## config.mk

```make
export PLATFORM = sky130hd
export DESIGN_NAME = remote_command_frame_decoder_unit
export DESIGN_NICKNAME = d
export VERILOG_FILES = /design/src/rcfd_pkg.sv /design/src/remote_command_frame_decoder_unit.sv /design/src/rcfd_number.sv /design/src/rcfd_frame.sv
export SDC_FILE = /design/constraint.sdc
export NUM_CORES = 1
export LEC_CHECK = 0
export BUFFER_PORTS_ARGS = -buffer_cell sky130_fd_sc_hd__buf_2
export CAP_MARGIN = 30
export CORE_MARGIN = 2
export CORE_UTILIZATION = 35
export DETAILED_ROUTE_END_ITERATION = 10
export PLACE_DENSITY = 0.62
export SETUP_SLACK_MARGIN = 0.5
export SYNTH_ARGS = -nofsm -noshare
export SYNTH_HDL_FRONTEND = slang
export SYNTH_SLANG_ARGS = --single-unit
```

## constraint.sdc

```tcl
create_clock -name clk_i -period 6.6 [get_ports clk_i]
set_input_delay 0.99 -clock clk_i [delete_from_list [all_inputs] [get_ports clk_i]]
set_output_delay 0.99 -clock clk_i [all_outputs]
set_load 0.05 [all_outputs]
```

## src/rcfd_pkg.sv

```systemverilog
package rcfd_pkg;

  // Bytes of the frame protocol.
  localparam logic [7:0] CH_LBRACE = 8'h7B;  // '{'
  localparam logic [7:0] CH_RBRACE = 8'h7D;  // '}'
  localparam logic [7:0] CH_DOLLAR = 8'h24;  // '$'
  localparam logic [7:0] CH_COLON  = 8'h3A;  // ':'
  localparam logic [7:0] CH_C      = 8'h43;
  localparam logic [7:0] CH_P      = 8'h50;
  localparam logic [7:0] CH_A      = 8'h41;
  localparam logic [7:0] CH_H      = 8'h48;
  localparam logic [7:0] CH_I      = 8'h49;
  localparam logic [7:0] CH_J      = 8'h4A;
  localparam logic [7:0] CH_K      = 8'h4B;
  localparam logic [7:0] CH_X      = 8'h58;
  localparam logic [7:0] CH_Y      = 8'h59;
  localparam logic [7:0] CH_ZERO   = 8'h30;  // '0'
  localparam logic [7:0] CH_NINE   = 8'h39;  // '9'
  localparam logic [7:0] CH_EIGHT  = 8'h38;  // '8'
  localparam logic [7:0] CH_DOT    = 8'h2E;
  localparam logic [7:0] CH_PLUS   = 8'h2B;
  localparam logic [7:0] CH_MINUS  = 8'h2D;
  localparam logic [7:0] CH_SPACE  = 8'h20;
  localparam logic [7:0] CH_TAB    = 8'h09;
  localparam logic [7:0] CH_CR     = 8'h0D;
  localparam logic [7:0] CH_CTRL1  = 8'h01;
  localparam logic [7:0] CH_CTRL8  = 8'h08;
  localparam logic [7:0] CH_NUL    = 8'h00;

  // Speeds in thousandths of mm per second.
  localparam logic [18:0] SPEED_RESET = 19'd200000;
  localparam logic [18:0] SPEED_MAX   = 19'd400000;
  localparam logic [18:0] STEP_MIN    = 19'd100000;
  localparam logic [18:0] STEP_SIZE   = 19'd50000;

  localparam logic [31:0] MAG_CAP = 32'h8000_0000;

  typedef enum logic [3:0] {
    PH_LEAD = 4'b0001,
    PH_INT  = 4'b0010,
    PH_FRAC = 4'b0100,
    PH_DONE = 4'b1000
  } num_phase_e;

  typedef enum logic [1:0] {
    ACT_NONE  = 2'd0,
    ACT_GAIN  = 2'd1,
    ACT_START = 2'd2,
    ACT_STOP  = 2'd3
  } action_e;

  typedef struct packed {
    num_phase_e  phase;
    logic        negative;
    logic [1:0]  frac_digits;
    logic [31:0] magnitude;
  } num_state_t;

  typedef struct packed {
    logic       in_frame;
    logic       suffix_pending;
    logic       stream_flag;
    logic       remote_flag;
    logic       text_ended;
    logic       colon_ok;
    logic       p_seen;
    logic [7:0] first_char;
  } frame_flags_t;

  typedef struct packed {
    logic               consumed;
    action_e            action;
    logic               report;
    logic [1:0]         gain_slot;
    logic signed [31:0] gain_value;
    logic [18:0]        target_speed;
    logic               stream_on;
  } result_t;

  // Weight of the next fraction digit in thousandths.
  function automatic logic [6:0] frac_weight(input logic [1:0] idx);
    logic [6:0] w;
    unique case (idx)
      2'd0:    w = 7'd100;
      2'd1:    w = 7'd10;
      default: w = 7'd1;
    endcase
    return w;
  endfunction

endpackage

```

## src/remote_command_frame_decoder_unit.sv

```systemverilog
// Channel  Direction  Handshake              Payload
// in       input      in_valid_i/in_stall_o  command, data_byte, task_busy, follow_active
// out      output     out_valid_o/out_stall_i consumed, action, report, gain_slot,
//                                            gain_value, target_speed, stream_on
//
// One item per cycle while the output is not stalled; an item's result is offered once it has
// passed the input register and then the decode into the result register and the frame state.
// The decode of one byte, including the digit multiply-add, is combinational.
// Reset clears the frame state and sets the target speed to 200000.
// A stalled result holds the pipeline; the input register still takes one item.
module remote_command_frame_decoder_unit #(
  parameter int FRAME_LIMIT = 32
) (
  input  logic               clk_i,
  input  logic               rst_ni,
  input  logic               in_valid_i,
  output logic               in_stall_o,
  input  logic               command_i,
  input  logic [7:0]         data_byte_i,
  input  logic               task_busy_i,
  input  logic               follow_active_i,
  output logic               out_valid_o,
  input  logic               out_stall_i,
  output logic               consumed_o,
  output logic [1:0]         action_o,
  output logic               report_o,
  output logic [1:0]         gain_slot_o,
  output logic signed [31:0] gain_value_o,
  output logic [18:0]        target_speed_o,
  output logic               stream_on_o
);
  import rcfd_pkg::*;

  localparam int CntW = $clog2(FRAME_LIMIT);

  logic         in_valid_q;
  logic         command_q;
  logic [7:0]   char_q;
  logic         busy_q;
  logic         active_q;

  frame_flags_t flags_q, flags_d;
  logic [CntW-1:0] count_q, count_d;
  num_state_t   num_q, num_d;
  logic [18:0]  speed_q, speed_d;
  result_t      result_d, result_q;
  logic         out_valid_q;

  logic         advance;
  logic         take_in;

  // The decode stage moves on when the result register is free or being emptied.
  assign advance    = !out_valid_q || !out_stall_i;
  assign in_stall_o = in_valid_q && !advance;
  assign take_in    = in_valid_i && !in_stall_o;

  always_ff @(posedge clk_i or negedge rst_ni) begin
    if (!rst_ni) begin
      in_valid_q <= 1'b0;
    end else if (!in_valid_q || advance) begin
      in_valid_q <= in_valid_i;
    end
  end

  always_ff @(posedge clk_i) begin
    if (take_in) begin
      command_q <= command_i;
      char_q    <= data_byte_i;
      busy_q    <= task_busy_i;
      active_q  <= follow_active_i;
    end
  end

  rcfd_frame #(
    .FRAME_LIMIT (FRAME_LIMIT),
    .CntW        (CntW)
  ) u_frame (
    .command_i       (command_q),
    .char_i          (char_q),
    .task_busy_i     (busy_q),
    .follow_active_i (active_q),
    .flags_i         (flags_q),
    .count_i         (count_q),
    .num_i           (num_q),
    .speed_i         (speed_q),
    .flags_o         (flags_d),
    .count_o         (count_d),
    .num_o           (num_d),
    .speed_o         (speed_d),
    .result_o        (result_d)
  );

  always_ff @(posedge clk_i or negedge rst_ni) begin
    if (!rst_ni) begin
      flags_q     <= '0;
      count_q     <= '0;
      num_q       <= '{phase: PH_LEAD, negative: 1'b0, frac_digits: 2'd0, magnitude: 32'd0};
      speed_q     <= SPEED_RESET;
      out_valid_q <= 1'b0;
    end else if (advance) begin
      out_valid_q <= in_valid_q;
      if (in_valid_q) begin
        flags_q <= flags_d;
        count_q <= count_d;
        num_q   <= num_d;
        speed_q <= speed_d;
      end
    end
  end

  always_ff @(posedge clk_i) begin
    if (advance && in_valid_q) begin
      result_q <= result_d;
    end
  end

  assign out_valid_o    = out_valid_q;
  assign consumed_o     = result_q.consumed;
  assign action_o       = result_q.action;
  assign report_o       = result_q.report;
  assign gain_slot_o    = result_q.gain_slot;
  assign gain_value_o   = result_q.gain_value;
  assign target_speed_o = result_q.target_speed;
  assign stream_on_o    = result_q.stream_on;

endmodule

```

## src/rcfd_number.sv

```systemverilog
module rcfd_number (
  input  rcfd_pkg::num_state_t cur_i,
  input  logic [7:0]           char_i,
  output rcfd_pkg::num_state_t nxt_o
);
  import rcfd_pkg::*;

  logic        is_digit;
  logic        is_space;
  logic [3:0]  digit;
  logic [35:0] int_sum;
  logic [31:0] int_mag;
  logic [32:0] frac_sum;
  logic [31:0] frac_mag;

  assign is_digit = (char_i >= CH_ZERO) && (char_i <= CH_NINE);
  assign is_space = (char_i == CH_SPACE) || ((char_i >= CH_TAB) && (char_i <= CH_CR));
  assign digit    = 4'(char_i - CH_ZERO);

  // Integer digit: magnitude * 10 + digit * 1000, saturating at 2^31.
  assign int_sum  = ({4'd0, cur_i.magnitude} << 3) + ({4'd0, cur_i.magnitude} << 1)
                  + 36'(digit) * 36'd1000;
  assign int_mag  = (int_sum > {4'd0, MAG_CAP}) ? MAG_CAP : int_sum[31:0];
  assign frac_sum = {1'b0, cur_i.magnitude}
                  + 33'(digit) * 33'(frac_weight(cur_i.frac_digits));
  assign frac_mag = (frac_sum > {1'b0, MAG_CAP}) ? MAG_CAP : frac_sum[31:0];

  always_comb begin
    nxt_o = cur_i;
    unique case (cur_i.phase)
      PH_LEAD: begin
        if (is_space) begin
          nxt_o = cur_i;
        end else if (char_i == CH_PLUS || char_i == CH_MINUS) begin
          nxt_o.negative = (char_i == CH_MINUS);
          nxt_o.phase    = PH_INT;
        end else if (is_digit) begin
          nxt_o.magnitude = int_mag;
          nxt_o.phase     = PH_INT;
        end else if (char_i == CH_DOT) begin
          nxt_o.phase = PH_FRAC;
        end else begin
          nxt_o.phase = PH_DONE;
        end
      end
      PH_INT: begin
        if (is_digit) begin
          nxt_o.magnitude = int_mag;
        end else if (char_i == CH_DOT) begin
          nxt_o.phase = PH_FRAC;
        end else begin
          nxt_o.phase = PH_DONE;
        end
      end
      PH_FRAC: begin
        if (is_digit) begin
          // Digits past the third are dropped.
          if (cur_i.frac_digits != 2'd3) begin
            nxt_o.magnitude   = frac_mag;
            nxt_o.frac_digits = cur_i.frac_digits + 2'd1;
          end
        end else begin
          nxt_o.phase = PH_DONE;
        end
      end
      PH_DONE: nxt_o.phase = PH_DONE;
      default: nxt_o = cur_i;
    endcase
  end

endmodule

```

## src/rcfd_frame.sv

```systemverilog
module rcfd_frame #(
  parameter int FRAME_LIMIT = 32,
  parameter int CntW        = $clog2(FRAME_LIMIT)
) (
  input  logic                   command_i,
  input  logic [7:0]             char_i,
  input  logic                   task_busy_i,
  input  logic                   follow_active_i,
  input  rcfd_pkg::frame_flags_t flags_i,
  input  logic [CntW-1:0]        count_i,
  input  rcfd_pkg::num_state_t   num_i,
  input  logic [18:0]            speed_i,
  output rcfd_pkg::frame_flags_t flags_o,
  output logic [CntW-1:0]        count_o,
  output rcfd_pkg::num_state_t   num_o,
  output logic [18:0]            speed_o,
  output rcfd_pkg::result_t      result_o
);
  import rcfd_pkg::*;

  localparam logic [CntW-1:0] CountLast = CntW'(FRAME_LIMIT - 1);

  num_state_t         num_fed;
  logic signed [31:0] value;
  logic [18:0]        value_clamped;
  logic signed [20:0] speed_up;
  logic signed [20:0] speed_down;
  logic [18:0]        speed_up_cl;
  logic [18:0]        speed_down_cl;
  logic               is_remote_key;
  logic [7:0]         slot_char;

  rcfd_number u_number (
    .cur_i  (num_i),
    .char_i (char_i),
    .nxt_o  (num_fed)
  );

  // Frame value; a negative magnitude of 2^31 wraps to the most negative value.
  always_comb begin
    if (num_i.negative) begin
      value = signed'(32'd0 - num_i.magnitude);
    end else if (num_i.magnitude >= MAG_CAP) begin
      value = 32'sh7FFF_FFFF;
    end else begin
      value = signed'(num_i.magnitude);
    end
  end

  always_comb begin
    if (value < 0) begin
      value_clamped = 19'd0;
    end else if (value > signed'({13'd0, SPEED_MAX})) begin
      value_clamped = SPEED_MAX;
    end else begin
      value_clamped = value[18:0];
    end
  end

  assign speed_up   = signed'({2'b00, speed_i}) + signed'({2'b00, STEP_SIZE});
  assign speed_down = signed'({2'b00, speed_i}) - signed'({2'b00, STEP_SIZE});

  always_comb begin
    if (speed_up > signed'({2'b00, SPEED_MAX})) begin
      speed_up_cl = SPEED_MAX;
    end else if (speed_up < signed'({2'b00, STEP_MIN})) begin
      speed_up_cl = STEP_MIN;
    end else begin
      speed_up_cl = speed_up[18:0];
    end
    if (speed_down < signed'({2'b00, STEP_MIN})) begin
      speed_down_cl = STEP_MIN;
    end else if (speed_down > signed'({2'b00, SPEED_MAX})) begin
      speed_down_cl = SPEED_MAX;
    end else begin
      speed_down_cl = speed_down[18:0];
    end
  end

  assign is_remote_key = (char_i <= CH_CTRL8) || ((char_i >= CH_A) && (char_i <= CH_H))
                       || (char_i == CH_X) || (char_i == CH_Y);
  assign slot_char     = flags_i.first_char - CH_ZERO;

  always_comb begin
    flags_o = flags_i;
    count_o = count_i;
    num_o   = num_i;
    speed_o = speed_i;
    result_o.consumed   = 1'b0;
    result_o.action     = ACT_NONE;
    result_o.report     = 1'b0;
    result_o.gain_slot  = 2'd0;
    result_o.gain_value = 32'sd0;

    if (command_i) begin
      if (!task_busy_i) begin
        result_o.action = follow_active_i ? ACT_STOP : ACT_START;
      end
    end else if (char_i == CH_LBRACE) begin
      // A new frame starts even inside an open one.
      count_o                = '0;
      flags_o.text_ended     = 1'b0;
      flags_o.first_char     = CH_NUL;
      flags_o.colon_ok       = 1'b0;
      flags_o.p_seen         = 1'b0;
      num_o                  = '0;
      num_o.phase            = PH_LEAD;
      flags_o.in_frame       = 1'b1;
      flags_o.suffix_pending = 1'b0;
      flags_o.stream_flag    = 1'b1;
      result_o.consumed      = 1'b1;
    end else if (flags_i.in_frame) begin
      result_o.consumed = 1'b1;
      if (char_i == CH_RBRACE) begin
        flags_o.in_frame       = 1'b0;
        flags_o.suffix_pending = 1'b1;
        if (flags_i.first_char == CH_C && flags_i.p_seen) begin
          result_o.report = 1'b1;
        end else if (count_i >= CntW'(3) && flags_i.first_char >= CH_ZERO
                     && flags_i.first_char <= CH_EIGHT && flags_i.colon_ok) begin
          if (slot_char <= 8'd2) begin
            result_o.action     = ACT_GAIN;
            result_o.gain_slot  = slot_char[1:0];
            result_o.gain_value = value;
            result_o.report     = 1'b1;
          end else if (slot_char == 8'd3) begin
            speed_o         = value_clamped;
            result_o.report = 1'b1;
          end
        end
      end else if (count_i < CountLast) begin
        if (count_i == '0) begin
          flags_o.first_char = char_i;
        end
        if (count_i == CntW'(1)) begin
          flags_o.colon_ok = (char_i == CH_COLON);
        end
        // After a zero byte the text has ended; bytes still count toward the length.
        if (!flags_i.text_ended) begin
          if (char_i == CH_NUL) begin
            flags_o.text_ended = 1'b1;
          end else begin
            if (char_i == CH_P) begin
              flags_o.p_seen = 1'b1;
            end
            if (count_i >= CntW'(2)) begin
              num_o = num_fed;
            end
          end
        end
        count_o = count_i + CntW'(1);
      end else begin
        // Length limit reached: the frame is dropped.
        count_o          = '0;
        flags_o.in_frame = 1'b0;
      end
    end else if (flags_i.suffix_pending && char_i == CH_DOLLAR) begin
      flags_o.suffix_pending = 1'b0;
      result_o.consumed      = 1'b1;
    end else begin
      flags_o.suffix_pending = 1'b0;
      if (char_i == CH_I || char_i == CH_J || char_i == CH_K) begin
        flags_o.remote_flag = 1'b1;
        flags_o.stream_flag = 1'b1;
        result_o.consumed   = 1'b1;
      end else if (flags_i.remote_flag && is_remote_key) begin
        result_o.consumed = 1'b1;
        if (!task_busy_i) begin
          if (char_i == CH_A || char_i == CH_CTRL1) begin
            if (!follow_active_i) begin
              result_o.action = ACT_START;
            end
          end else if (char_i == CH_X) begin
            speed_o         = speed_up_cl;
            result_o.report = 1'b1;
          end else if (char_i == CH_Y) begin
            speed_o         = speed_down_cl;
            result_o.report = 1'b1;
          end else begin
            result_o.action = ACT_STOP;
          end
        end
      end
    end

    result_o.target_speed = speed_o;
    result_o.stream_on    = flags_o.stream_flag;
  end

endmodule

```

# Yosys cells after proc, flatten, opt, wreduce, memory -nomap -nowiden

Cells that the tools add are included.

Logic and storage cells: 269
Bits in writable memories: 0
Memories: 0
Input port bits: 15
Bits in latches: 0
Register bits after elaboration: 149
Memory bits (read-only): 0
Output and inout bits: 60

Divide/modulo/power cells: 0
Equal/unequal tests: 36
Add/sub/neg operators: 10
Multiplexer cells: 109
Magnitude comparators: 22
$mul: 2
Shifts and indexed selects: 0
Bitwise operators: 5
Reduce and logical (&&, ||, !) cells: 58

Operators by type and width:

| kind                                                                    | count |
|---|---|
| 19-bit two-way mux                                                      | 21 |
| 37-bit two-way mux                                                      | 8 |
| 39-bit two-way mux                                                      | 7 |
| 32-bit two-way mux                                                      | 7 |
| 34-bit two-way mux                                                      | 5 |
| 32-bit one-hot mux with 3 select lines                                  | 1 |
| 8-bit by 7-bit equality test with 1-bit output (second input constant)  | 10 |
| 8-bit by 6-bit equality test with 1-bit output (second input constant)  | 6 |
| 11-bit two-way mux                                                      | 4 |
| 21-bit by 20-bit > comparator with 1-bit output (second input constant) | 2 |
| 21-bit by 18-bit < comparator with 1-bit output (second input constant) | 2 |
| 35-bit by 33-bit adder with 36-bit output                               | 1 |
| 36-bit by 14-bit adder with 36-bit output                               | 1 |
| 36-bit by 32-bit > comparator with 1-bit output (second input constant) | 1 |
| 32-bit by 11-bit adder with 33-bit output                               | 1 |
| 33-bit by 32-bit > comparator with 1-bit output (second input constant) | 1 |
| 32-bit >= comparator (second input constant)                            | 1 |
| 32-bit by 20-bit > comparator with 1-bit output (second input constant) | 1 |
| 32-bit by 1-bit < comparator with 1-bit output (second input constant)  | 1 |
| 1-bit by 32-bit subtractor with 32-bit output (first input constant)    | 1 |
| 4-bit two-way mux                                                       | 7 |
| 1-bit two-way mux                                                       | 25 |
| 5-bit two-way mux                                                       | 5 |
| 12-bit AND reduction                                                    | 2 |
| other kinds (56)                                                        | 121 |

# Longest topological paths before layout

Depth after elaboration: 16
Mapped depth: 26

# Hierarchy

A second synthesis with hierarchy kept.

Cells, all modules: 2066
Area, all modules: 16895.0 um^2

Modules (own cells, without submodules):

| module                            | cells an instance | area each (um^2) | instances |
|---|---|---|---|
| rcfd_number                       | 1002              | 6826.5           | 1 |
| remote_command_frame_decoder_unit | 241               | 5076.1           | 1 |
| rcfd_frame                        | 823               | 4992.3           | 1 |

# Worst setup path after synthesis

Ideal clock, no wire load.

Kind: register to register
Start point: register char_q[1]
End point: register num_q[16] (netlist name)
Cell stages (with the launch flop): 27
Path buffers: 2
Path slack: 0.395 ns
Data arrival time: 6.122 ns
Path through: edfxtp_1 > clkbuf_1 > inv_1 > ha_1 > fa_1 > ha_1 > a21o_1 > a21oi_1 > o21bai_1 > a21oi_1 > o21ai_0 > a21oi_1 > xnor2_1 > fa_1 > ha_1 > a21oi_1 > o21ai_0 > a21oi_1 > xnor2_1 > or4_1 > nor4_1 > and3_1 > a31oi_1 > nor2_1 > clkbuf_1 > a22oi_1 > o21ai_0

Cells in the longest elaborated chain, start to end: 16
Elaborated cells between the ends (all ways): 48

Ends and longest elaborated chain:

| what                                            | line                                     | source |
|---|---|---|
| start: declaration                              | remote_command_frame_decoder_unit.sv:38  | `logic [7:0] char_q;` |
| start signal: assignment                        | remote_command_frame_decoder_unit.sv:68  | `char_q <= data_byte_i;` |
| 4-bit by 1-bit subtractor with 4-bit output     | rcfd_number.sv:18                        | `assign digit = 4'(char_i - CH_ZERO);` |
| 4-bit by 7-bit multiplier with 11-bit output    | rcfd_number.sv:22                        | `+ 36'(digit) * 36'd1000;` |
| 36-bit by 14-bit adder with 36-bit output       | rcfd_number.sv:22                        |  |
| 36-bit by 32-bit > comparator with 1-bit output | rcfd_number.sv:23                        | `assign int_mag = (int_sum > {4'd0, MAG_CAP}) ? MAG_CAP : int_sum[31:0];` |
| 32-bit two-way mux                              | rcfd_number.sv:23                        |  |
| 32-bit two-way mux                              | rcfd_number.sv:37, rcfd_number.sv:47     |  |
| 32-bit two-way mux                              | rcfd_number.sv:34                        | `end else if (char_i == CH_PLUS \|\| char_i == CH_MINUS) begin` |
| 32-bit two-way mux                              | rcfd_number.sv:32                        | `if (is_space) begin` |
| 32-bit one-hot mux with 3 select lines          | rcfd_number.sv:30                        | `unique case (cur_i.phase)` |
| 39-bit two-way mux                              | rcfd_frame.sv:146                        | `if (count_i >= CntW'(2)) begin` |
| 39-bit two-way mux                              | rcfd_frame.sv:140                        | `if (char_i == CH_NUL) begin` |
| 39-bit two-way mux                              | rcfd_frame.sv:139                        | `if (!flags_i.text_ended) begin` |
| 39-bit two-way mux                              | rcfd_frame.sv:131                        | `end else if (count_i < CountLast) begin` |
| 39-bit two-way mux                              | rcfd_frame.sv:114                        | `if (char_i == CH_RBRACE) begin` |
| 39-bit two-way mux                              | rcfd_frame.sv:112                        | `end else if (flags_i.in_frame) begin` |
| 39-bit two-way mux                              | rcfd_frame.sv:99                         | `end else if (char_i == CH_LBRACE) begin` |
| end signal: assignment                          | remote_command_frame_decoder_unit.sv:97  | `num_q <= '{phase: PH_LEAD, negative: 1'b0, frac_digits: 2'd0, magnitude: 32'd0};` |
| end signal: assignment                          | remote_command_frame_decoder_unit.sv:105 | `num_q <= num_d;` |
| end: declaration                                | remote_command_frame_decoder_unit.sv:44  | `num_state_t num_q, num_d;` |

Several ways; a longest one is shown, not always the timed one. The select of a mux whose other input is x is not followed.
A chain may end at the register's enable or synchronous reset.

# Final worst setup path

Start point: register num_q[32] (netlist name)
End point: register num_q[21] (netlist name)

Cells in the longest elaborated chain, start to end: 16
Elaborated cells between the ends (all ways): 20

Ends and longest elaborated chain:

| what                                                                              | line              | source |
|---|---|---|
| 2-bit by 1-bit equality test with 1-bit output or 2-bit zero test (tied branches) | rcfd_pkg.sv:83    | `unique case (idx)` |
| 7-bit one-hot mux with 2 select lines                                             | rcfd_pkg.sv:83    |  |
| 4-bit by 7-bit multiplier with 11-bit output                                      | rcfd_number.sv:25 | `+ 33'(digit) * 33'(frac_weight(cur_i.frac_digits));` |
| 32-bit by 11-bit adder with 33-bit output                                         | rcfd_number.sv:25 |  |
| 33-bit by 32-bit > comparator with 1-bit output                                   | rcfd_number.sv:26 | `assign frac_mag = (frac_sum > {1'b0, MAG_CAP}) ? MAG_CAP : frac_sum[31:0];` |
| 32-bit two-way mux                                                                | rcfd_number.sv:26 |  |
| 34-bit two-way mux                                                                | rcfd_number.sv:58 | `if (cur_i.frac_digits != 2'd3) begin` |
| 34-bit two-way mux                                                                | rcfd_number.sv:56 | `if (is_digit) begin` |
| 32-bit one-hot mux with 3 select lines                                            | rcfd_number.sv:30 |  |
| 39-bit two-way mux                                                                | rcfd_frame.sv:146 |  |
| 39-bit two-way mux                                                                | rcfd_frame.sv:140 |  |
| 39-bit two-way mux                                                                | rcfd_frame.sv:139 |  |
| 39-bit two-way mux                                                                | rcfd_frame.sv:131 |  |
| 39-bit two-way mux                                                                | rcfd_frame.sv:114 |  |
| 39-bit two-way mux                                                                | rcfd_frame.sv:112 |  |
| 39-bit two-way mux                                                                | rcfd_frame.sv:99  |  |

Several ways; a longest one is shown, not always the timed one. The select of a mux whose other input is x is not followed.

==> results_dict.tcl <==
set metrics [dict create \
    synthesis.area_um2 15380 \
    ys_ff_latch 149 \
    drive_above_1_share 0.1294 \
    fill_cells 4323 \
    gr-total-overflow 0 \
    seq_area_um2 4084 \
    synth_top_flop_cell "dfrtp_1" \
    end_kind "register" \
    gp_congestion 0.9579 \
    cts_max_level 4 \
    worstSetupPathType "reg -> reg" \
    grt_max_degree 63 \
    wire_per_inst_um 21.30 \
    synth-async-reset-ratio 0.5369 \
    relSlewSlack 0.3268 \
    fmax_mhz 168.4 \
    worstHoldPathCells 1 \
    ant_nets 0 \
    seq_area_frac_synth 0.2655 \
    hpwl_um 42170 \
    setup_tns_ps 0 \
    clkTransAtPathRegs_ps 80 \
    area_growth_pct 12.77 \
    route.detailed.drc 0 \
    dieArea_um2 45630 \
    ios 75 \
    syn_avg_cell_area_um2 7.834 \
    clock_latency_ps 460 \
    yosys_warnings 0 \
    grt_use_total 0.2391 \
    numCtsBuffers 17 \
    core_um2 43270 \
    max_cap_viol_count 0 \
    reg2reg_depth 20 \
    io_buffers 74 \
    antenna_found_initial 0 \
    synth_cell_types 85 \
    timing.hold.worst.class "reg -> reg" \
    rsz0062_at_grt "false" \
    wl_um 55100 \
    grt_pass1_vias 14960 \
    post-route-period-util 0.8998 \
    drt_iter0_markers 1669 \
    clockRootBuffer "clkbuf_16" \
    start_util 0.3554 \
    antenna_cells 0 \
    drt-pass1-iter-count 6 \
    setup_viol 0 \
    die_y_um 213.6 \
    startpoint_type "register" \
    total_power_uw 3538 \
    crit_arrival_ps 6340 \
    final_common_cell "nand2_1" \
    leakage_uw 0.007083 \
    report.final.slew_viol_count 0 \
    worstPathMaxFanout 5 \
    row_count 76 \
    ctsLongestPathBuffers 2 \
    irDropWorstVdd_mv 0.1929 \
    cts_sinks 149 \
    min_period_ps 5939 \
    required_ps 7000 \
    vias 15880 \
    hold_viol_final 0 \
    powerDensity_nw_per_um2 204.0 \
    die_x_um 213.6 \
    synth_nets 2117 \
    cts_tree "yes" \
    synth_edf_count 69 \
    syn-instance-count 1963 \
    skew_ps 16.99 \
    via_per_inst 6.137 \
    status "finished, final reports clean" \
    nets 2143 \
    worstMarginPinSlew_ps 1001 \
    grt_first_pass_wirelength_um 85530 \
    multi_input_area_um2 10710 \
    mostFrequentLayoutCells "nand2_1, nor2_1, a21oi_1" \
    holdBufCountCts 0 \
]
## cell usage after synthesis, drive strengths merged, types with 10 or more instances
cell     number  share of area
fa           33          0.043
mux2i        15         0.0098
dfrtp        73           0.12
o211ai       20         0.0098
edfxtp       69           0.13
nand3b       10         0.0051
a22oi        14         0.0068
o21bai       12         0.0059
a21oi       144          0.047
nand4        44          0.018
o21a         15         0.0073
and3         18         0.0073
and2         21         0.0085
xnor2        40          0.023
a2111oi      12         0.0069
nor4         32          0.013
nand2       216          0.053
a31oi        26          0.011
o21ai       138          0.045
or2          17         0.0069
or3          21         0.0085
a211oi       24          0.012
nor2b        18         0.0073
o31ai        16         0.0078
nand2b       15         0.0061
xor2         19          0.011
ha          106          0.086
nor3         62          0.021
or4          12         0.0061
a311oi       11         0.0063
nor4b        10         0.0057
clkbuf      102          0.025
inv         101          0.025
nor3b        12         0.0059
a21o         30          0.015
nand3        67          0.022
o22ai        34          0.014
nor2        185          0.045
buf          20         0.0068
## area by class of cell
cell class,count,area share
Multi-Input combinational cell,1590,0.6173
Clock buffer,17,0.02453
Timing Repair Buffer,129,0.04646
Sequential cell,149,0.2355
Inverter,102,0.02208
Clock inverter,15,0.01190
Tap cell,585,0.04221
## stage by stage
step           cells    util  setup slack, ps  cell area (um2)  hold WS [ps]
2_1_floorplan   1963       -            597.0            15380         427.4
4_1_cts         2578  0.3950            512.4            17090         474.5
3_3_place_gp    2541  0.3772            245.4            16320         454.2
3_5_place_dp    2543  0.3776            147.1            16340         456.0
5_1_grt         2587  0.4008            461.8            17340         483.1
6_report        2587  0.4008            661.3            17340         467.6
## worst paths after layout
check	slack [ps]	to	start
min in group asynchronous	500	num_q[25]$_DFFE_PN0P_	rst_ni
hold reg to reg	470	flags_q[12]$_DFFE_PN0P_	flags_q[12]$_DFFE_PN0P_
max in group asynchronous	4940	num_q[32]$_DFFE_PN0P_	rst_ni
setup / recovery	660	num_q[21]$_DFFE_PN0P_	num_q[32]$_DFFE_PN0P_
setup reg to reg	660	num_q[21]$_DFFE_PN0P_	num_q[32]$_DFFE_PN0P_
hold / removal	470	flags_q[12]$_DFFE_PN0P_	flags_q[12]$_DFFE_PN0P_
## worst max-delay path: stages (launching register included)
cell and delay [ps]:
dfrtp_2 420, inv_1 70, ha_1 230, and2_1 220, fa_1 560, inv_1 60, fa_1 500, fa_1 520
inv_1 40, ha_1 350, o21ai_0 130, o21ai_2 280, a211oi_1 120, a211o_1 280, nor4_1 540, nand4_1 230
nor4_2 270, a21o_1 270, nand3_2 170, or4_1 520, nand3_1 100
## registers in the layout, summed over array words and instances, names as in the netlist, 2 cells and up
name / cells
count_q: 5
target_speed_o: 19
num_q: 39
gain_slot_o: 2
speed_q: 19
gain_value_o: 32
action_o: 2
flags_q: 15
char_q: 8
## cells by family after synthesis
logic type,synth area share
simple gates,0.2455
fa+ha+maj,0.1292
buf+inv,0.05663
flops,0.2655
xor+xnor,0.03360
mux,0.01489
compound gates,0.2547
## per-layer routing
metal  part of all wire  global-route usage  up-vias
met4              0.032             0.09076        0
met2               0.46              0.3801      741
li1                   -                   -     7333
met5                  0                   0        -
met1               0.44              0.3313     7689
met3              0.071             0.03090      113
## where the power goes
group / internal, uW / total (uW) / switching (uW) / leakage, uW
clock: 613 / 1060 / 451 / 0.000309
sequential: 1050 / 1160 / 116 / 0.00168
combinational: 462 / 1310 / 847 / 0.00509
total: 2120 / 3540 / 1410 / 0.00708
## repair_timing
| item | 4_1_cts | 5_1_grt |
|---|---|---|
| buffers inserted | 3 | 9 |
| endpoints found under the setup margin | 31 | 32 |
| pin swaps | 7 | 29 |
| gates resized for setup | 23 | 45 |
Note: power is estimated with default switching activity, not from simulation.
